$ cat src/design/tun_pkg.sv
`default_nettype none

package tun_pkg;

  localparam int unsigned CoordW = 24;
  localparam int unsigned OutW   = 16;
  localparam int unsigned MagW   = 50;  // cross product magnitude
  localparam int unsigned NormW  = 30;  // normalized magnitude
  localparam int unsigned SumW   = 62;  // sum of squares
  localparam int unsigned RootW  = 31;  // square root of the sum
  localparam int unsigned RemW   = 33;  // square root partial remainder
  localparam int unsigned QuotW  = 15;  // quotient bits
  localparam int unsigned DivW   = 32;  // divisor, 2 * root
  localparam int unsigned SqrtSteps = 31;
  localparam int unsigned DivSteps  = 15;
  localparam logic [QuotW-1:0] UnitOne = 15'd16384;

  typedef struct packed {
    logic signed [CoordW-1:0] ax;
    logic signed [CoordW-1:0] ay;
    logic signed [CoordW-1:0] az;
    logic signed [CoordW-1:0] bx;
    logic signed [CoordW-1:0] by_coord;
    logic signed [CoordW-1:0] bz;
    logic signed [CoordW-1:0] cx;
    logic signed [CoordW-1:0] cy;
    logic signed [CoordW-1:0] cz;
  } in_item_t;

  typedef struct packed {
    logic signed [OutW-1:0] nx_unit;
    logic signed [OutW-1:0] ny_unit;
    logic signed [OutW-1:0] nz_unit;
    logic                   degenerate;
  } out_item_t;

  // data carried alongside the square root
  typedef struct packed {
    logic [2:0][NormW-1:0] m;
    logic [2:0]            neg;
    logic                  deg;
  } side_t;

  // one square root cell's state
  typedef struct packed {
    logic [SumW-1:0]  s;
    logic [RemW-1:0]  rem;
    logic [RootW-1:0] root;
    side_t            side;
  } sqrt_st_t;

  // one divider cell's state, three lanes sharing the divisor
  typedef struct packed {
    logic [2:0][DivW-1:0]  rem;
    logic [2:0][QuotW-1:0] low;
    logic [2:0][QuotW-1:0] q;
    logic [DivW-1:0]       d;
    logic [2:0]            neg;
    logic                  deg;
  } div_st_t;

endpackage

`default_nettype wire

$ cat src/design/tun_sqrt_cell.sv
`default_nettype none

module tun_sqrt_cell (
  input  logic               clk_i,
  input  logic               rst_ni,
  input  logic               en_i,
  input  logic               vld_i,
  input  tun_pkg::sqrt_st_t  st_i,
  output logic               vld_o,
  output tun_pkg::sqrt_st_t  st_o
);
  import tun_pkg::*;

  logic              v_q;
  sqrt_st_t          st_q, st_d;
  logic [RemW+1:0]   cur;
  logic [RemW+1:0]   trial;

  // one root bit: bring down two bits of the radicand, try 4*root + 1
  always_comb begin
    cur   = {st_i.rem, st_i.s[SumW-1 -: 2]};
    trial = (RemW+2)'({st_i.root, 2'b01});
    st_d      = st_i;
    st_d.s    = {st_i.s[SumW-3:0], 2'b00};
    if (cur >= trial) begin
      st_d.rem  = RemW'(cur - trial);
      st_d.root = {st_i.root[RootW-2:0], 1'b1};
    end else begin
      st_d.rem  = cur[RemW-1:0];
      st_d.root = {st_i.root[RootW-2:0], 1'b0};
    end
  end

  always_ff @(posedge clk_i or negedge rst_ni) begin
    if (!rst_ni) begin
      v_q <= 1'b0;
    end else if (en_i) begin
      v_q <= vld_i;
    end
  end

  always_ff @(posedge clk_i) begin
    if (en_i) begin
      st_q <= st_d;
    end
  end

  assign vld_o = v_q;
  assign st_o  = st_q;

endmodule

`default_nettype wire

$ cat config.mk
export PLATFORM = sky130hd
export DESIGN_NAME = tun_sqrt_cell
export DESIGN_NICKNAME = d
export VERILOG_FILES = /design/src/design/tun_pkg.sv /design/src/design/tun_sqrt_cell.sv
export SDC_FILE = /design/constraint.sdc
export NUM_CORES = 1
export LEC_CHECK = 0
export BUFFER_PORTS_ARGS = -buffer_cell sky130_fd_sc_hd__buf_4
export CAP_MARGIN = 20
export CORE_AREA = 5 5 172 174
export DETAILED_ROUTE_END_ITERATION = 7
export DIE_AREA = 0 0 177 179
export HOLD_SLACK_MARGIN = 0.12
export PLACE_DENSITY = 0.66
export SYNTH_ARGS = -nofsm -noshare
export SYNTH_HDL_FRONTEND = slang
export SYNTH_SLANG_ARGS = --single-unit
$ cat constraint.sdc
create_clock -name clk_i -period 0.8 [get_ports clk_i]
set_input_delay 0.04 -clock clk_i [delete_from_list [all_inputs] [get_ports clk_i]]
set_output_delay 0.04 -clock clk_i [all_outputs]
set_load 0.1 [all_outputs]
==> summary.txt, run 1 <==
Status
  • Status: complete, but fails checks
  • Failing checks: hold timing, setup timing

STA
  • Slew Limit Fails: 0
  • RSZ-0062 raised after global routing: true
  • Maximum operating frequency: just over 500 MHz
  • Hold_ws: -0.1231 ns
  • Setup violators final: roughly 260
  • Final critical-path required period: a little under 2 ns
  • Final period util: 242.2%
  • Final Skew: 0 ns
  • Final Hold Vio Count: 5
  • Fin worst setup slack: -1.137 ns

Cells and area
  • Commonest non-fill, non-tap cell in the layout: buf_4
  • Final core occ: between 60% and 70%
  • Fill cells: between 1500 and 2000
  • Final nets: about 1700
  • Non-filler instance count after layout: 1841
  • Area growth, synth to finish: 101.6%
  • Most frequent cells in the layout: buf_4, buf_6, edfxtp_1
  • Fraction of layout cells with a size suffix above 1: approximately half

Yosys
  • Yosys reg bits: roughly 220
  • Avg Cell Area, Syn: 15.35 µm²
  • Area share of the largest cell type after synthesis: approximately 70%
  • Post-synth EDFFs: 218
  • Asr flop ratio synth: 0.4566%
  • Ys flop type: edfxtp_1
  • Top post-synthesis cells by area: edfxtp_1, ha_1, mux2_4
  • Cells after synthesis: between 600 and 700
  • Post-synthesis cell type count: between 60 and 70
  • YS warnings: 0
  • Netlist Area Pre-Place: 9350 µm²
  • Sequential element share of the synthesized area: a little over two thirds
  • Synth area leader: edfxtp_1

Critical path
  • Critical path's most frequent cell: buf_6
  • Largest stage delay, worst path: 0.53 ns
  • CP bufs+invs: 6
  • Crit path DAT: between 2 and 2.5 ns
  • Startpoint Class: primary input
  • Critical path, cell by cell: buf_6, inv_4, ha_4, buf_6, buf_6, nand4_1, or4_4, o21a_1, o21a_4, buf_12, inv_12, mux2_4
  • Req. time, crit path: approximately 1.1 ns
  • Critical path's top delay family: simple AND/OR/NAND/NOR gates
  • Slowest CP cell: or4_4
  • Worst Path Max Fanout: 6
  • Critical path type: in2reg
  • Setup crit end kind: flop

Floorplanning
  • Die area: ~32000 µm²
  • Row count: 61
  • Die span in y: approximately 180 µm
  • Initial Utilization: between 30% and 40%
  • Core area: about 28000 µm²
  • Ports: around 450
  • Chip width: between 150 and 200 µm

Power
  • Sw frac: 38.00%
  • Overall power: approximately 42000 µW
  • Leak: between 0.007 and 0.008 µW
  • Internal Pwr Total: roughly 26000 µW
  • Sequential share of power: about a third
  • Switching power: about 16000 µW
  • Clk pwr share: 26.8%
  • Max VDD drop: approximately 1.6 mV
  • Power Density: approximately 2200 nW/µm²
  • Comb pwr share: 38.8%

Placed design
  • Dpl hpwl: between 20000 and 30000 µm
  • I/O Buffers: approximately 440
  • Dpl cells: around 1600
  • Routability congestion estimate: 0.8547
  • Setup slack after placement: -1.731 ns

Detailed routing
  • Vias: around 8900
  • Avg Vias per Cell: 4.828
  • DRT iter0 DRCs: 580
  • Routed len/inst: between 20 and 25 µm
  • DRC viols: 0
  • Pre-antenna DRT Iters: 4
  • Detail Route Antenna Nets: 0
  • Final WL: between 40000 and 50000 µm

Global routing
  • Initial antenna violation count: 7
  • GRT overflow: 0
  • Vias in the first global route: around 9500
  • GRT Util Overall: between 20% and 30%
  • First-pass GRT wire length: a little under 60000 µm
  • Largest net degree at the start of global routing: 40

CTS
  • Max H-tree Level: 1
  • CTS tree: done
  • CTS Sinks: roughly 220
  • Clock Pin Slew Worst Setup and Hold Paths: roughly 0.06 ns
  • Clk_lat worst skew: approximately 0.5 ns
  • CTS max path bufs: 3
  • CTS buffer count: 25
  • Clk root buf: clkbuf_16

Job
  • MaxCap Viol Count: 0

Min path
  • Worst Hold Class: in2reg
==> cell families (layout without fill, tap and decap cells) <==
| kind of cell | after synthesis | after routing | synth area share [%] |
|---|---|---|---|
| fa+ha+maj | 33 | 33 | 4.416 |
| flops | 219 | 219 | 70.28 |
| other cells | 1 | 8 | 0.04011 |
| compound gates | 127 | 127 | 9.474 |
| mux | 29 | 29 | 4.162 |
| buf+inv | 65 | 912 | 3.573 |
| simple gates | 111 | 111 | 5.808 |
| xor+xnor | 24 | 24 | 2.248 |
==> what timing repair did <==
item                                    in CTS  in global routing
endpoints found under the hold margin      431                211
buffers inserted                            15                  2
endpoints found under the setup margin     254                271
pin swaps                                   25                 13
hold buffers                               211                  5
resized for setup                          284                 36
cloned                                       2                  0
==> metrics by stage <==
stage	setup TNS (ns)	cell area [µm²]
final	-112.62	18850
after global placement	-58.77	14430
after floorplan	-79.92	9677
after global routing	-122.38	18840
after CTS	-117.96	18660
after detailed placement	-62.29	14430
==> final timing paths <==
path,endpoint,cells past startpoint,slack [ns],start
worst max-delay path,st_o[148]$_DFFE_PP_,12,-1.14,st_i[95]
worst min-delay path,st_o[13]$_DFFE_PP_,1,-0.12,en_i
worst max register to register,vld_o$_DFFE_PN0P_,1,-0.09,vld_o$_DFFE_PN0P_
worst min register to register,vld_o$_DFFE_PN0P_,1,0.61,vld_o$_DFFE_PN0P_
max in group asynchronous,vld_o$_DFFE_PN0P_,3,0.27,rst_ni
min in group asynchronous,vld_o$_DFFE_PN0P_,3,0.39,rst_ni
==> cell usage after synthesis, types with 3 or more instances <==
cell         n
mux2_4      18
edfxtp_1   218
o21a_1       7
xnor2_1     22
a21o_1       4
o31ai_1      6
mux2i_1      4
a21oi_2      3
nor2_1      27
nand4_1      6
nor4_1       5
nand3_1     12
a221oi_1     3
nand2b_1     6
o21bai_1     5
inv_1       50
nor3_1      11
ha_1        33
o21ai_0     20
mux2_2       7
nand2_1     30
a21oi_1     37
buf_2        5
a211oi_1     4
and3_1       4
o211ai_1    10
buf_12       3
a211o_1      3
a2111oi_0    3
==> layout make-up <==
cell class / instances / area [µm²] / area share, %
antenna: 6 / 15.01 / 0.07964
tap: 378 / 473.0 / 2.509
timing repair buffer: 814 / 7655 / 40.60
clock inverter: 17 / 158.9 / 0.8428
clock buffer: 28 / 636.9 / 3.378
sequential: 219 / 6575 / 34.88
inverter: 51 / 232.7 / 1.234
timing repair inverter: 2 / 32.53 / 0.1726
multi-input combinational: 326 / 3074 / 16.31
==> registers in the layout, summed over array words and instances, names as in the netlist <==
| name | flops |
|---|---|
| st_o | 218 |
| vld_o | 1 |
==> power groups by stage <==
stage | clock network [µW] | registers, µW | logic (µW)
6_report | 11300 | 14500 | 16300
2_1_floorplan | 0 | 21900 | 2250
3_3_place_gp | 0 | 14400 | 13900
5_1_grt | 12100 | 14500 | 16800
4_1_cts | 11400 | 14400 | 16100
3_5_place_dp | 0 | 14400 | 14000
==> metal layers <==
metal	wire, µm	vias to the layer above	track usage [%]
met1	14940	4318	27.92
met5	55	-	0
met2	20950	443	43.79
met4	2415	8	12.38
met3	3358	124	6.938
li1	-	3996	-
No activity file was read; power rests on OpenSTA's default activity.
==> run 2: changes to the inputs <==
clock period = 1.9 ns   (was 0.8 ns; I/O delays follow)
==> summary.txt, run 2 (synthesis gave the netlist of run 1 again) <==
Placed design
  • Dpl hpwl: 27570 µm (was 28190 µm)
  • DP Area: 14280 µm² (was 14430 µm²)
  • Routability congestion estimate: 0.8873 (was 0.8547)
  • I/O Buffers: 442 (unchanged)
  • Dpl cells: 1537 (was 1556)

Global routing
  • Initial antenna violation count: 10 (was 7)
  • First-pass GRT wire length: 54670 µm (was 59160 µm)
  • GRT Util Overall: 22.83% (was 24.94%)
  • Largest net degree at the start of global routing: 49 (was 40)
  • Vias in the first global route: 8825 (was 9543)
  • GRT overflow: 0 (unchanged)

Floorplanning
  • Ports: 445 (unchanged)
  • Row count: 61 (unchanged)
  • Die span in y: 179 µm (unchanged)
  • Die area: 31680 µm² (unchanged)
  • Chip width: 177 µm (unchanged)
  • Core area: 27630 µm² (unchanged)
  • Initial Utilization: 33.84% (unchanged)

Detailed routing
  • WL met1: 14570 µm (was 14940 µm)
  • Routed len/inst: 21.40 µm (was 22.66 µm)
  • DRC viols: 0 (unchanged)
  • DRT iter0 DRCs: 455 (was 580)
  • DR top layer: met5 (unchanged)
  • Avg Vias per Cell: 4.696 (was 4.828)
  • Detail Route met3 WL: 2860 µm (was 3358 µm)
  • Final WL: 38780 µm (was 41720 µm)
  • Met2 WL: 19660 µm (was 20950 µm)
  • Pre-antenna DRT Iters: 5 (was 4)
  • Detail Route Antenna Nets: 0 (unchanged)
  • Vias: 8510 (was 8889)

STA
  • Measured slew at the worst slew-check pin: 0.5239 ns
  • Final Hold Vio Count: 0 (was 5)
  • Final Skew: 0 ns (unchanged)
  • Fin worst setup slack: -0.01097 ns (was -1.137 ns)
  • Setup violators final: 6 (was 258)
  • Fin Setup TNS: -0.05245 ns (was -112.62 ns)
  • Final period util: 100.6%
  • Slew headroom: 64.17%
  • Final critical-path required period: approximately 1.9 ns
  • Maximum operating frequency: 523.3 MHz
  • Slew Limit Fails: 0 (unchanged)
  • RSZ-0062 raised after global routing: true (unchanged)

Power
  • Power Density: 987.9 nW/µm² (was 2233 nW/µm²)
  • Overall power: 17250 µW (was 42090 µW)
  • Max VDD drop: 0.7309 mV (was 1.600 mV)
  • Leak: 0.007467 µW (was 0.007982 µW)

Critical path
  • Req. time, crit path: 2.18 ns (was 1.05 ns)
  • Worst setup path end: st_o[127]$_DFFE_PP_ (was st_o[148]$_DFFE_PP_)
  • CP startpoint: st_i[139] (was st_i[95])
  • R2r setup slk: 0.58 ns (was -0.09 ns)
  • Startpoint Class: primary input (unchanged)
  • Crit path DAT: 2.19 ns (about the same)
  • RR Startpoint: vld_o$_DFFE_PN0P_ (unchanged)
  • Setup crit end kind: flop (unchanged)
  • FF-to-FF path depth: 2 (was 1)
  • Worst Path Max Fanout: 26 (was 6)
  • Critical path type: in2reg (unchanged)
  • Reg-to-Reg End: vld_o$_DFFE_PN0P_ (unchanged)

CTS
  • Max H-tree Level: 1 (unchanged)
  • CTS buffer count: 25 (unchanged)
  • Clock Pin Slew Worst Setup and Hold Paths: 0.06 ns (about the same)
  • Clk root buf: clkbuf_16 (unchanged)
  • CTS tree: done (unchanged)
  • CTS max path bufs: 3 (unchanged)
  • CTS Sinks: 219 (unchanged)
  • Clk_lat worst skew: 0.53 ns (was 0.50 ns)

Cells and area
  • Fraction of layout cells with a size suffix above 1: 48.11% (was 51.00%)
  • Non-filler instance count after layout: 1812 (was 1841)
  • Fill cells: 2084 (was 1845)
  • Number of flip-flops in the largest register: 218 (unchanged)
  • Final instance area: 17470 µm² (was 18850 µm²)
  • Area growth, synth to finish: 86.79% (was 101.6%)
  • Final nets: 1667 (was 1696)
  • Commonest non-fill, non-tap cell in the layout: buf_4 (unchanged)
  • Most frequent cells in the layout: buf_4, dlygate4sd3_1, edfxtp_1 (was buf_4, buf_6, edfxtp_1)

Status
  • Failing checks: setup timing (was hold timing, setup timing)
  • Status: complete, but fails checks (unchanged)

Min path
  • Hold Path Stages: 4 (was 1)
  • Worst Hold Class: in2reg (unchanged)

Job
  • MaxCap Viol Count: 0 (unchanged)
## run 2: cell types whose count changed in the layout (fill, tap and decap cells not counted), sizes merged
cell,change
buf,-35
clkinv,-5
clkbuf,+3
clkinvlp,+1
inv,-1
dlygate4sd3,+8
## run 2: final cells by class
type,instances,area [µm²],share of cell area [%]
flip-flops and latches,219,6571,37.62
repair buffers,787,6528,37.37
multi-input cells,326,2824,16.17
clock buffers,31,658.1,3.768
well taps,378,473.0,2.708
inverters,51,225.2,1.289
clock inverters,14,171.4,0.9814
diodes,6,15.01,0.08597
## run 2: worst min-delay path by stage
stage / startpoint / end
4_1_cts: st_i[131] / st_o[133]$_DFFE_PP_
3_3_place_gp: rst_ni / vld_o$_DFFE_PN0P_
5_1_grt: st_i[131] / st_o[133]$_DFFE_PP_
6_report: st_i[127] / st_o[129]$_DFFE_PP_
3_5_place_dp: rst_ni / vld_o$_DFFE_PN0P_
2_1_floorplan: rst_ni / vld_o$_DFFE_PN0P_
## run 2: worst max-delay path, cell delays in order
cell       delay [ns]
buf_4            0.12
ha_2             0.38
nand4_1          0.17
nor2_2           0.14
nand3_1          0.10
o2111ai_2        0.27
a41oi_4          0.14
o21a_4           0.26
inv_16           0.16
mux2_2           0.36
## run 2: where the power goes
| group | internal [µW] | leakage (µW) | total, µW | switching (µW) |
|---|---|---|---|---|
| sequential | 5840 | 0.00215 | 5980 | 140 |
| combinational | 1910 | 0.00493 | 6340 | 4430 |
| clock | 2890 | 0.000395 | 4930 | 2050 |
| total | 10600 | 0.00747 | 17300 | 6620 |
## run 2: per-layer routing
| layer | global-route usage, % | vias up |
|---|---|---|
| li1 | - | 3935 |
| met1 | 26.28 | 4147 |
| met2 | 40.98 | 343 |
| met3 | 6.221 | 77 |
| met4 | 8.027 | 8 |
| met5 | 0 | - |
## run 2: timing repair
action                                  CTS  global route
hold buffers                            223             0
setup buffers                             0             1
cloned                                    0             0
endpoints found under the hold margin   260             0
gates resized for setup                  11            13
endpoints found under the setup margin   27            27
pin swaps                                 4             3
## run 2: stage by stage
step                hold slack [ns]  util (%)  worst slack, ns
finish                       0.1395     63.21         -0.01097
global route                 0.1571     63.21         -0.07283
CTS                          0.1275     62.93         0.007939
detailed placement          -0.1292     51.68          -0.6430
global placement            -0.1282     51.68          -0.5837
floorplan                   -0.2006         -          -0.5020
