## config.mk

```make
export PLATFORM = sky130hd
export DESIGN_NAME = tun_div_cell
export DESIGN_NICKNAME = d
export VERILOG_FILES = /design/src/design/tun_pkg.sv /design/src/design/tun_div_cell.sv
export SDC_FILE = /design/constraint.sdc
export NUM_CORES = 1
export LEC_CHECK = 0
export BUFFER_PORTS_ARGS = -buffer_cell sky130_fd_sc_hd__buf_2
export CORE_MARGIN = 5
export CORE_UTILIZATION = 26
export DETAILED_ROUTE_END_ITERATION = 12
export PLACE_DENSITY = 0.55
export SLEW_MARGIN = 10
export SYNTH_ARGS = -nofsm -noshare
export SYNTH_HDL_FRONTEND = slang
export SYNTH_SLANG_ARGS = --single-unit
```

## constraint.sdc

```tcl
create_clock -name clk_i -period 1.1 [get_ports clk_i]
set_clock_uncertainty 0.1 [all_clocks]
set_input_delay 0.275 -clock clk_i [delete_from_list [all_inputs] [get_ports clk_i]]
set_output_delay 0.275 -clock clk_i [all_outputs]
set_load 0.02 [all_outputs]
```

## src/design/tun_pkg.sv

```systemverilog
`default_nettype none

package tun_pkg;

  localparam int unsigned CoordW = 24;
  localparam int unsigned OutW   = 16;
  localparam int unsigned MagW   = 50;  // cross product magnitude
  localparam int unsigned NormW  = 30;  // normalized magnitude
  localparam int unsigned SumW   = 62;  // sum of squares
  localparam int unsigned RootW  = 31;  // square root of the sum
  localparam int unsigned RemW   = 33;  // square root partial remainder
  localparam int unsigned QuotW  = 15;  // quotient bits
  localparam int unsigned DivW   = 32;  // divisor, 2 * root
  localparam int unsigned SqrtSteps = 31;
  localparam int unsigned DivSteps  = 15;
  localparam logic [QuotW-1:0] UnitOne = 15'd16384;

  typedef struct packed {
    logic signed [CoordW-1:0] ax;
    logic signed [CoordW-1:0] ay;
    logic signed [CoordW-1:0] az;
    logic signed [CoordW-1:0] bx;
    logic signed [CoordW-1:0] by_coord;
    logic signed [CoordW-1:0] bz;
    logic signed [CoordW-1:0] cx;
    logic signed [CoordW-1:0] cy;
    logic signed [CoordW-1:0] cz;
  } in_item_t;

  typedef struct packed {
    logic signed [OutW-1:0] nx_unit;
    logic signed [OutW-1:0] ny_unit;
    logic signed [OutW-1:0] nz_unit;
    logic                   degenerate;
  } out_item_t;

  // data carried alongside the square root
  typedef struct packed {
    logic [2:0][NormW-1:0] m;
    logic [2:0]            neg;
    logic                  deg;
  } side_t;

  // one square root cell's state
  typedef struct packed {
    logic [SumW-1:0]  s;
    logic [RemW-1:0]  rem;
    logic [RootW-1:0] root;
    side_t            side;
  } sqrt_st_t;

  // one divider cell's state, three lanes sharing the divisor
  typedef struct packed {
    logic [2:0][DivW-1:0]  rem;
    logic [2:0][QuotW-1:0] low;
    logic [2:0][QuotW-1:0] q;
    logic [DivW-1:0]       d;
    logic [2:0]            neg;
    logic                  deg;
  } div_st_t;

endpackage

`default_nettype wire

```

## src/design/tun_div_cell.sv

```systemverilog
`default_nettype none

module tun_div_cell (
  input  logic              clk_i,
  input  logic              rst_ni,
  input  logic              en_i,
  input  logic              vld_i,
  input  tun_pkg::div_st_t  st_i,
  output logic              vld_o,
  output tun_pkg::div_st_t  st_o
);
  import tun_pkg::*;

  logic            v_q;
  div_st_t         st_q, st_d;
  logic [DivW:0]   cur [3];

  // one quotient bit per lane, restoring
  always_comb begin
    st_d = st_i;
    for (int i = 0; i < 3; i++) begin
      cur[i]       = {st_i.rem[i], st_i.low[i][QuotW-1]};
      st_d.low[i]  = {st_i.low[i][QuotW-2:0], 1'b0};
      if (cur[i] >= {1'b0, st_i.d}) begin
        st_d.rem[i] = DivW'(cur[i] - {1'b0, st_i.d});
        st_d.q[i]   = {st_i.q[i][QuotW-2:0], 1'b1};
      end else begin
        st_d.rem[i] = cur[i][DivW-1:0];
        st_d.q[i]   = {st_i.q[i][QuotW-2:0], 1'b0};
      end
    end
  end

  always_ff @(posedge clk_i or negedge rst_ni) begin
    if (!rst_ni) begin
      v_q <= 1'b0;
    end else if (en_i) begin
      v_q <= vld_i;
    end
  end

  always_ff @(posedge clk_i) begin
    if (en_i) begin
      st_q <= st_d;
    end
  end

  assign vld_o = v_q;
  assign st_o  = st_q;

endmodule

`default_nettype wire

```

==> flow_metrics.py, run 1 <==
metrics = {
    "outcome": {
        "outcome": "finished, violations left",
        "violations": "setup timing",
    },
    "clocking": {
        "clk_latency_ps": 570,
        "clock_pin_slew_reported_for_the_worst_setup_and_hold_paths_after_clock_tree_synthesis_ps": 60,
        "ctsRootBufferMaster": "clkbuf_16",
        "h-tree-depth": 1,
        "clock_tree.buffer_depth": 3,
        "clock_sink_count": 220,
        "clock_tree_from_tritoncts": "yes",
        "num_cts_buffers": 28,
    },
    "placed_design": {
        "placed_cells_incl_taps": 2639,
        "detailed_place_hpwl_mm": 49.3,
        "globalplace.congestion": 0.893,
        "port-buffer-count": 442,
    },
    "timing": {
        "layout_min_cycle_time_ps": 2660,
        "rsz0062_at_grt": "true",
        "worstMarginPinSlew_ps": 570,
        "achievable-frequency_mhz": 376,
        "final-max-slew-violation-count": 0,
        "relSlewSlack_pct": 61.6,
        "timing.final.crit_share_pct": 242,
        "finalHoldViolations": 0,
        "final.setup.worst_slack_ps": -1560,
        "timing.final.setup_violations": 322,
    },
    "logic_synthesis": {
        "postSynthCellCount": 1187,
        "muxShareOfSynthArea_pct": 4.68,
        "synth_enable_flop_cells": 219,
        "synth.yosys.warnings": 0,
        "post_synth_num_cell_types": 78,
        "yosys_register_bits": 220,
        "yosys.area_share.simple_pct": 10.7,
        "synth_top_flop_cell": "edfxtp_1",
        "syn_area_sq_um": 13300,
        "synth_seq_area_share_pct": 49.7,
        "post_synth_xor_area_fraction_pct": 4.81,
        "synth-adder-area-share_pct": 9.50,
        "post_synthesis_compound_gate_area_fraction_pct": 16.6,
        "syn_area_per_cell_sq_um": 11.2,
        "async_reset_ff_share_pct": 0.455,
        "largest_family_of_logic_cells_by_synthesized_area": "compound AO/OA/AOI/OAI gates",
    },
    "worst_setup_path": {
        "cp_top_family": "simple AND/OR/NAND/NOR gates",
        "crit_chain": "buf_8, clkinvlp_4, ha_4, nand4_1, or3_4, o41ai_4, or3_4, a21oi_2, or2_4, inv_8, clkbuf_16, mux2_4",
        "timing.critical_path.to_type": "register",
        "worst_ep_required_time_ps": 1320,
        "worstSetupStartpointType": "input port",
        "crit_slowest_cell": "or3_4",
        "criticalPathCategory": "in -> reg",
        "worst_path_largest_cell_delay_ps": 420,
        "ff2ff_setup_slack_ps": 230,
        "worst-path-buf-inv": 4,
        "crit_path_frequent_cell": "or3_4",
        "critical_path_arrival_ps": 2880,
        "path_max_fanout": 6,
    },
    "power": {
        "power_per_cell_area_nw_per_um2": 1320,
        "power.leakage_nw": 11.1,
        "power.share.switching_pct": 32.1,
        "share_clk_of_total_power_pct": 28.5,
        "sequentialPowerShare_pct": 33.2,
        "ir_drop_mv": 0.987,
        "pwr-share-comb_pct": 38.3,
        "internal_power_mw": 22.5,
        "power.net_switching_mw": 10.6,
    },
    "global_route": {
        "antenna_found_initial": 4,
        "largest_net_degree_at_the_start_of_global_routing": 44,
        "grt_pass1_wl_mm": 91.7,
        "overflow": 0,
        "number_of_global_route_vias_before_repair": 14626,
        "groute.usage.overall_pct": 21.4,
    },
    "run": {
        "drv.max_cap_violation_count": 0,
    },
    "detailed_routing": {
        "route.vias.total": 13784,
        "detail_route.iter0.violations": 529,
        "drt_wl_total_mm": 64.1,
        "drc": 0,
        "postRouteAntennaNets": 0,
        "routed_via_density": 4.70,
        "avgRoutedWirePerCell_microns": 21.9,
        "firstDrtPassIters": 4,
    },
    "finish": {
        "final_nets": 2562,
        "ff_latch_area_sq_um": 6600,
        "final_common_cell": "buf_4",
        "fillers": 4531,
        "final-instance-count-excl-fill": 2931,
        "most-common-layout-cells": "buf_4 (384), buf_2 (260), edfxtp_1 (219), dlygate4sd3_1 (205), buf_6 (189)",
        "multi_input_area_sq_um": 7520,
        "final_util_pct": 50.0,
        "syn_to_final_growth_pct": 89.5,
        "layout-drive-gt1-share_pct": 51.5,
    },
    "floorplanning": {
        "die-area_sq_um": 55700,
        "die-height_microns": 236,
        "placementRows": 82,
        "design.core.area_sq_um": 50400,
        "die_x_microns": 236,
        "ios": 449,
        "start_util_pct": 26.4,
    },
    "min_path": {
        "worst_hold_path_type": "in -> reg",
    },
}
-- per-layer routing --
| metal | share of wire, % | wire (microns) | up-vias | GRT usage (%) |
|---|---|---|---|---|
| met5 | 0.064 | 41 | - | 0 |
| met4 | 2.5 | 1600 | 6 | 4.13 |
| met3 | 6.3 | 4020 | 84 | 4.66 |
| met2 | 53 | 33900 | 401 | 40.8 |
| met1 | 38 | 24600 | 6721 | 24.6 |
| li1 | - | - | 6572 | - |
-- state kept, by name, summed over array words and instances, names as in the netlist --
| signal | flops |
|---|---|
| vld_o | 1 |
| st_o | 219 |
-- worst paths after layout --
| check | from | endpoint | cells past startpoint |
|---|---|---|---|
| max | st_i[19] | st_o[147]$_DFFE_PP_ | 12 |
| min | st_i[182] | st_o[183]$_DFFE_PP_ | 4 |
| max reg2reg | vld_o$_DFFE_PN0P_ | vld_o$_DFFE_PN0P_ | 1 |
| min reg2reg | vld_o$_DFFE_PN0P_ | vld_o$_DFFE_PN0P_ | 1 |
| max in group asynchronous | rst_ni | vld_o$_DFFE_PN0P_ | 3 |
| min in group asynchronous | rst_ni | vld_o$_DFFE_PN0P_ | 3 |
-- synth_stat cells, types with 5 or more instances --
cell	instances	area share, %
o31a_1	5	0.33
nor2b_1	15	0.71
a21o_1	56	3.2
o21bai_1	12	0.68
and3_1	8	0.38
a31oi_1	12	0.57
xnor2_1	52	3.4
a211oi_1	5	0.28
nand2b_1	10	0.47
inv_1	68	1.9
nand3_1	30	1.1
or3_1	6	0.28
nor3_1	17	0.64
mux2_4	17	1.9
and2_1	8	0.38
ha_1	96	9.0
xor2_1	21	1.4
mux2_1	6	0.51
nand2_1	91	2.6
and4_1	6	0.40
o221ai_1	5	0.33
o21ai_0	91	3.4
nor2_1	50	1.4
o21a_1	11	0.62
buf_4	5	0.28
nand4_1	21	0.99
edfxtp_1	219	50
clkbuf_1	37	1.0
mux2_2	23	2.0
a21boi_0	7	0.40
o31ai_1	12	0.68
a21oi_1	81	3.1
nor4_1	5	0.24
-- what timing repair did --
item,CTS,global route
endpoints found under the hold margin,204,2
gates cloned,1,5
setup endpoints to repair,319,322
buffers inserted,22,12
resized for setup,174,474
pin swaps,56,34
hold buffers,203,2
-- area by class of cell --
class / count / share of cell area [%]
repair buffers: 1066 / 35.4
well taps: 672 / 3.34
inverters: 70 / 1.48
diodes: 1 / 0.00994
multi-input cells: 851 / 29.9
clock inverters: 18 / 0.741
clock buffers: 33 / 2.94
flip-flops and latches: 220 / 26.2
-- per-stage QoR --
step | instance area, sq um | setup TNS (ps) | setup slack, ps | total power, mW | hold WS [ps]
detailed placement | 19500 | -240350 | -2430 | 20.8 | -46.3
floorplan | 13800 | -157720 | -1870 | 16.2 | -121
finish | 25200 | -224830 | -1560 | 33.2 | 13.3
global placement | 19500 | -237070 | -2420 | 20.8 | -50.5
global route | 25200 | -242680 | -1630 | 34.7 | 16.2
CTS | 23400 | -231280 | -1530 | 31.8 | 4.78
-- tightest hold or removal path: cells and delay by family --
family          cells  cell delay (ps)
compound gates      1               60
buf+inv             2              200
simple gates        1               50
-- power groups by stage --
stage	Combinational (mW)	Sequential, mW	Clock, mW
after floorplan	4.01	12.2	0
after global placement	9.77	11.0	0
after detailed placement	9.83	11.0	0
after CTS	11.2	10.9	9.69
after global routing	13.5	11.1	10.0
final	12.7	11.0	9.45
-- cell families (layout without fill, tap and decap cells) --
logic type / count (synthesis) / after routing
compound gates: 340 / 341
mux: 50 / 50
xor+xnor: 73 / 73
other cells: 1 / 4
buf+inv: 119 / 1187
fa+ha+maj: 99 / 99
simple gates: 285 / 285
flops: 220 / 220
(Power assumes the default switching activity.)
==> inputs of run 2 (changes only) <==
--- a/config.mk
+++ b/config.mk
@@ -10,6 +10,7 @@
 export CORE_UTILIZATION = 26
 export DETAILED_ROUTE_END_ITERATION = 12
 export PLACE_DENSITY = 0.55
+export REMOVE_ABC_BUFFERS = 1
 export SLEW_MARGIN = 10
 export SYNTH_ARGS = -nofsm -noshare
 export SYNTH_HDL_FRONTEND = slang
==> flow_metrics.py, run 2 (synthesis results as in run 1) <==
metrics = {
    "clocking": {
        "num_cts_buffers": 28,
        "h-tree-depth": 1,
        "clk_latency_ps": 560,
        "clock_tree.buffer_depth": 3,
        "clock_pin_slew_reported_for_the_worst_setup_and_hold_paths_after_clock_tree_synthesis_ps": 60,
        "clock_sink_count": 220,
        "clock_tree_from_tritoncts": "yes",
        "ctsRootBufferMaster": "clkbuf_16",
    },
    "global_route": {
        "largest_net_degree_at_the_start_of_global_routing": 50,
        "grt_pass1_wl_mm": 91.0,
        "antenna_found_initial": 9,
        "overflow": 0,
        "groute.usage.overall_pct": 21.4,
        "number_of_global_route_vias_before_repair": 14791,
    },
    "worst_setup_path": {
        "reg2regPathDepth": 1,
        "critical_path_arrival_ps": 2920,
        "launching_element_of_the_worst_setup_path": "st_i[16]",
        "worstSetupStartpointType": "input port",
        "criticalPathCategory": "in -> reg",
        "path_max_fanout": 6,
        "r2r-end": "vld_o$_DFFE_PN0P_",
        "timing.critical_path.to_type": "register",
        "worst_ep_required_time_ps": 1310,
        "ff2ff_setup_slack_ps": 220,
        "setup.worst_path.end": "st_o[132]$_DFFE_PP_",
        "regToRegStartpoint": "vld_o$_DFFE_PN0P_",
    },
    "timing": {
        "finalHoldViolations": 0,
        "layout_min_cycle_time_ps": 2700,
        "achievable-frequency_mhz": 370,
        "final-max-slew-violation-count": 0,
        "rsz0062_at_grt": "true",
        "timing.final.setup_violations": 319,
        "final.setup.worst_slack_ps": -1600,
        "timing.final.crit_share_pct": 246,
    },
    "floorplanning": {
        "die-area_sq_um": 55700,
        "die-height_microns": 236,
        "design.core.area_sq_um": 50400,
        "placementRows": 82,
        "ios": 449,
        "start_util_pct": 26.4,
        "die_x_microns": 236,
    },
    "finish": {
        "largest_register_ff_count": 219,
        "final_nets": 2589,
        "final_common_cell": "buf_4",
        "syn_to_final_growth_pct": 91.8,
        "layout-drive-gt1-share_pct": 52.8,
        "final-instance-count-excl-fill": 2960,
        "most-common-layout-cells": "buf_4 (403), buf_2 (248), edfxtp_1 (219), buf_6 (210), dlygate4sd3_1 (202)",
    },
    "placed_design": {
        "port-buffer-count": 442,
        "placed_cells_incl_taps": 2649,
        "post-place-ws_ps": -2480,
        "globalplace.congestion": 0.935,
        "detailed_place_hpwl_mm": 48.3,
    },
    "outcome": {
        "violations": "setup timing",
        "outcome": "finished, violations left",
    },
    "detailed_routing": {
        "avgRoutedWirePerCell_microns": 21.5,
        "drc": 0,
        "postRouteAntennaNets": 0,
        "drt_wl_total_mm": 63.8,
        "route.vias.total": 13973,
        "detail_route.iter0.violations": 569,
        "routed_via_density": 4.72,
        "firstDrtPassIters": 5,
    },
    "power": {
        "power_per_cell_area_nw_per_um2": 1310,
        "power.leakage_nw": 11.3,
        "ir_drop_mv": 1.06,
    },
    "run": {
        "drv.max_cap_violation_count": 0,
    },
    "min_path": {
        "worst_hold_path_type": "in -> reg",
    },
}
run 2: changes by cell type in the layout (fill, tap and decap cells not counted), sizes merged:
cell,change
o21ai,-1
dlygate4sd3,-3
clkbuf,-6
clkinv,-3
clkinvlp,+4
buf,+33
diode,+2
inv,+3
run 2: per-stage QoR:
step	hold slack [ps]	area (sq um)	utilization [%]	TNS [ps]	total power, mW
4_1_cts	4.11	23800	47.2	-235110	32.2
3_5_place_dp	-48.9	19200	38.0	-240740	20.6
2_1_floorplan	-121	13000	-	-229530	15.6
5_1_grt	12.7	25500	50.5	-244050	34.9
3_3_place_gp	-50.5	19200	38.0	-238140	20.5
6_report	35.9	25500	50.6	-224950	33.3
run 2: per-layer routing:
layer	part of all wire, %	vias to the layer above	GRT usage, %
met5	0.11	-	0
met4	3.5	12	7.23
met3	6.6	125	4.75
met2	52	473	39.4
met1	38	6723	24.4
li1	-	6640	-
run 2: worst min path at each step:
stage          startpoint  depth (start not counted)  slack (ps)                   to
2_1_floorplan      rst_ni                          0        -120    vld_o$_DFFE_PN0P_
5_1_grt         st_i[219]                          4          10  st_o[220]$_DFFE_PP_
4_1_cts         st_i[150]                          3           4  st_o[151]$_DFFE_PP_
6_report        st_i[155]                          4          40  st_o[156]$_DFFE_PP_
3_3_place_gp       rst_ni                          1         -50    vld_o$_DFFE_PN0P_
3_5_place_dp       rst_ni                          1         -50    vld_o$_DFFE_PN0P_
run 2: area by class of cell:
cell class              instances  area [sq um]
inverters                      70           347
repair inverters                1          6.26
diodes                          3          7.51
repair buffers               1093          9210
multi-input cells             850          7510
fillers                      4489         24900
clock buffers                  30           729
clock inverters                21           218
well taps                     672           841
flip-flops and latches        220          6600
run 2: where the power goes:
| group | internal (mW) | leakage (nW) | switching [mW] |
|---|---|---|---|
| combinational | 6.69 | 8.72 | 6.15 |
| sequential | 10.5 | 2.15 | 0.550 |
| clock | 5.55 | 0.456 | 3.89 |
| total | 22.7 | 11.3 | 10.6 |
run 2: what timing repair did:
action	4_1_cts	5_1_grt
cloned	6	2
pin swaps	65	67
resized for setup	313	495
endpoints found under the hold margin	201	0
hold buffers	202	0
setup buffers	39	27
endpoints found under the setup margin	319	319
run 2: worst max-delay path, cell delays in order:
cell and delay (ps):
buf_4 100, inv_4 60, ha_4 260, and3_4 170, nand4_1 140, or3_4 450
o41ai_4 310, buf_4 170, o31ai_4 50, or2_4 280, inv_6 80, buf_12 120
buf_12 130, mux2_4 300
==> inputs of run 3 (changes only) <==
--- a/config.mk
+++ b/config.mk
@@ -9,6 +9,7 @@
 export CORE_MARGIN = 5
 export CORE_UTILIZATION = 26
 export DETAILED_ROUTE_END_ITERATION = 12
+export HOLD_SLACK_MARGIN = 0.03
 export PLACE_DENSITY = 0.55
 export REMOVE_ABC_BUFFERS = 1
 export SLEW_MARGIN = 10
==> constraint.sdc (replaced) <==
create_clock -name clk_i -period 1.1 [get_ports clk_i]
set_clock_uncertainty 0.1 [all_clocks]
set_input_delay 0.22 -clock clk_i [delete_from_list [all_inputs] [get_ports clk_i]]
set_output_delay 0.22 -clock clk_i [all_outputs]
set_load 0.02 [all_outputs]
==> flow_metrics.py, run 3 (synthesis results as in run 1) <==
metrics = {
    "finish": {
        "final_common_cell": "buf_4",
        "multi_input_area_sq_um": 7310,
        "syn_to_final_growth_pct": 82.7,
        "largest_register_ff_count": 219,
        "final_nets": 2594,
        "ff_latch_area_sq_um": 6600,
        "layout-drive-gt1-share_pct": 49.7,
        "postLayoutCellArea_sq_um": 24300,
        "fillers": 4588,
        "most-common-layout-cells": "buf_4 (410), buf_2 (406), edfxtp_1 (219), dlygate4sd3_1 (218), nand2_1 (87)",
    },
    "placed_design": {
        "detailed_place_hpwl_mm": 48.5,
        "placed_area_sq_um": 19300,
        "post-place-ws_ps": -2410,
        "port-buffer-count": 442,
        "globalplace.congestion": 0.937,
    },
    "global_route": {
        "antenna_found_initial": 6,
        "number_of_global_route_vias_before_repair": 14757,
        "grt_pass1_wl_mm": 90.2,
        "overflow": 0,
        "largest_net_degree_at_the_start_of_global_routing": 50,
        "groute.usage.overall_pct": 21.2,
    },
    "floorplanning": {
        "placementRows": 82,
        "die_x_microns": 236,
        "die-area_sq_um": 55700,
        "ios": 449,
        "die-height_microns": 236,
        "design.core.area_sq_um": 50400,
        "start_util_pct": 26.4,
    },
    "power": {
        "power.net_switching_mw": 10.1,
        "power.leakage_nw": 10.9,
        "ir_drop_mv": 1.46,
        "power_per_cell_area_nw_per_um2": 1310,
        "total_power_mw": 31.8,
        "share_clk_of_total_power_pct": 28.9,
        "sequentialPowerShare_pct": 34.2,
        "power.share.switching_pct": 31.8,
        "internal_power_mw": 21.7,
        "pwr-share-comb_pct": 37.0,
    },
    "clocking": {
        "clock_pin_slew_reported_for_the_worst_setup_and_hold_paths_after_clock_tree_synthesis_ps": 50,
        "num_cts_buffers": 27,
        "clock_tree_from_tritoncts": "yes",
        "clock_tree.buffer_depth": 3,
        "ctsRootBufferMaster": "clkbuf_16",
        "clk_latency_ps": 570,
        "h-tree-depth": 1,
        "clock_sink_count": 220,
    },
    "min_path": {
        "hold-path-cell-count": 3,
        "worst_hold_path_type": "in -> reg",
    },
    "timing": {
        "achievable-frequency_mhz": 376,
        "timing.final.crit_share_pct": 242,
        "relSlewSlack_pct": 67.1,
        "final-max-slew-violation-count": 0,
        "layout_min_cycle_time_ps": 2660,
        "timing.final.setup_violations": 460,
        "finalHoldViolations": 0,
        "final.setup.worst_slack_ps": -1560,
        "setup_tns_ps": -242540,
        "worstMarginPinSlew_ps": 489,
        "rsz0062_at_grt": "true",
    },
    "worst_setup_path": {
        "reg2regPathDepth": 1,
        "worstSetupStartpointType": "input port",
        "criticalPathCategory": "in -> reg",
        "path_max_fanout": 5,
        "timing.critical_path.to_type": "register",
        "critical_path_arrival_ps": 2880,
        "worst_ep_required_time_ps": 1320,
    },
    "detailed_routing": {
        "avgRoutedWirePerCell_microns": 21.2,
        "detail_route.iter0.violations": 553,
        "firstDrtPassIters": 5,
        "route.vias.total": 13873,
        "routed_via_density": 4.68,
        "postRouteAntennaNets": 0,
        "drc": 0,
        "drt_wl_total_mm": 62.8,
    },
    "outcome": {
        "violations": "setup timing",
        "outcome": "finished, violations left",
    },
    "run": {
        "drv.max_cap_violation_count": 0,
    },
}
==> run 3: changes by cell type in the layout (fill, tap and decap cells not counted), moves of 13 or more <==
| cell | change |
|---|---|
| nand2_2 | -15 |
| buf_2 | +158 |
| nand2_4 | -13 |
| o21ai_0 | +21 |
| buf_6 | -170 |
| nand2_1 | +28 |
| dlygate4sd3_1 | +16 |
| o21ai_2 | -14 |
==> run 3: power groups by stage <==
| stage | sequential (mW) | clock (mW) | combinational, mW |
|---|---|---|---|
| finish | 10.9 | 9.19 | 11.8 |
| CTS | 10.9 | 9.46 | 11.2 |
| global placement | 11.0 | 0 | 9.57 |
| global route | 10.9 | 9.80 | 12.5 |
| floorplan | 12.2 | 0 | 3.47 |
| detailed placement | 11.0 | 0 | 9.62 |
==> run 3: repair_timing <==
item                                    in CTS  in global routing
hold buffers                               217                  1
gates resized for setup                    216                123
pin swaps                                   22                 42
hold endpoints to repair                   232                  1
endpoints found under the setup margin     319                460
cloned                                       6                  1
buffers inserted                            15                 18
==> run 3: through the flow <==
step,util [%],hold WS (ps),instances
floorplan,-,-176,1140
global placement,38.3,-105,2660
detailed placement,38.3,-104,2660
CTS,46.8,32.0,2944
global route,48.2,30.4,2961
finish,48.2,46.8,2962
==> run 3: metal layers <==
metal	routed length, microns	up-vias	GRT usage, %	share of wire [%]
met5	57	-	0	0.091
met4	2300	10	6.63	3.7
met3	3670	96	4.17	5.9
met2	32100	445	39.5	51
met1	24600	6699	24.3	39
li1	-	6623	-	-
==> run 3: area by class of cell <==
type | count | share of cell area (%)
antenna | 1 | 0.0103
clock buffer | 30 | 2.83
clock inverter | 19 | 0.871
inverter | 70 | 1.40
multi-input combinational | 850 | 30.1
sequential | 220 | 27.2
tap | 672 | 3.46
timing repair buffer | 1099 | 34.0
timing repair inverter | 1 | 0.0464
==> run 3: path summary, 6_finish.rpt <==
kind / end / from / slack, ps
setup / recovery: st_o[150]$_DFFE_PP_ / st_i[20] / -1560
hold / removal: st_o[126]$_DFFE_PP_ / st_i[4] / 50
setup reg to reg: vld_o$_DFFE_PN0P_ / vld_o$_DFFE_PN0P_ / 230
hold reg to reg: vld_o$_DFFE_PN0P_ / vld_o$_DFFE_PN0P_ / 440
max in group asynchronous: vld_o$_DFFE_PN0P_ / rst_ni / 420
min in group asynchronous: vld_o$_DFFE_PN0P_ / rst_ni / 380
==> run 3: critical path, cell delays in order <==
cell	delay [ps]
buf_8	80
clkinvlp_4	210
ha_4	370
nand4_1	130
or3_4	420
o41ai_4	370
buf_4	170
o31ai_4	50
or2_4	290
clkinv_8	90
clkbuf_16	160
mux2_4	300
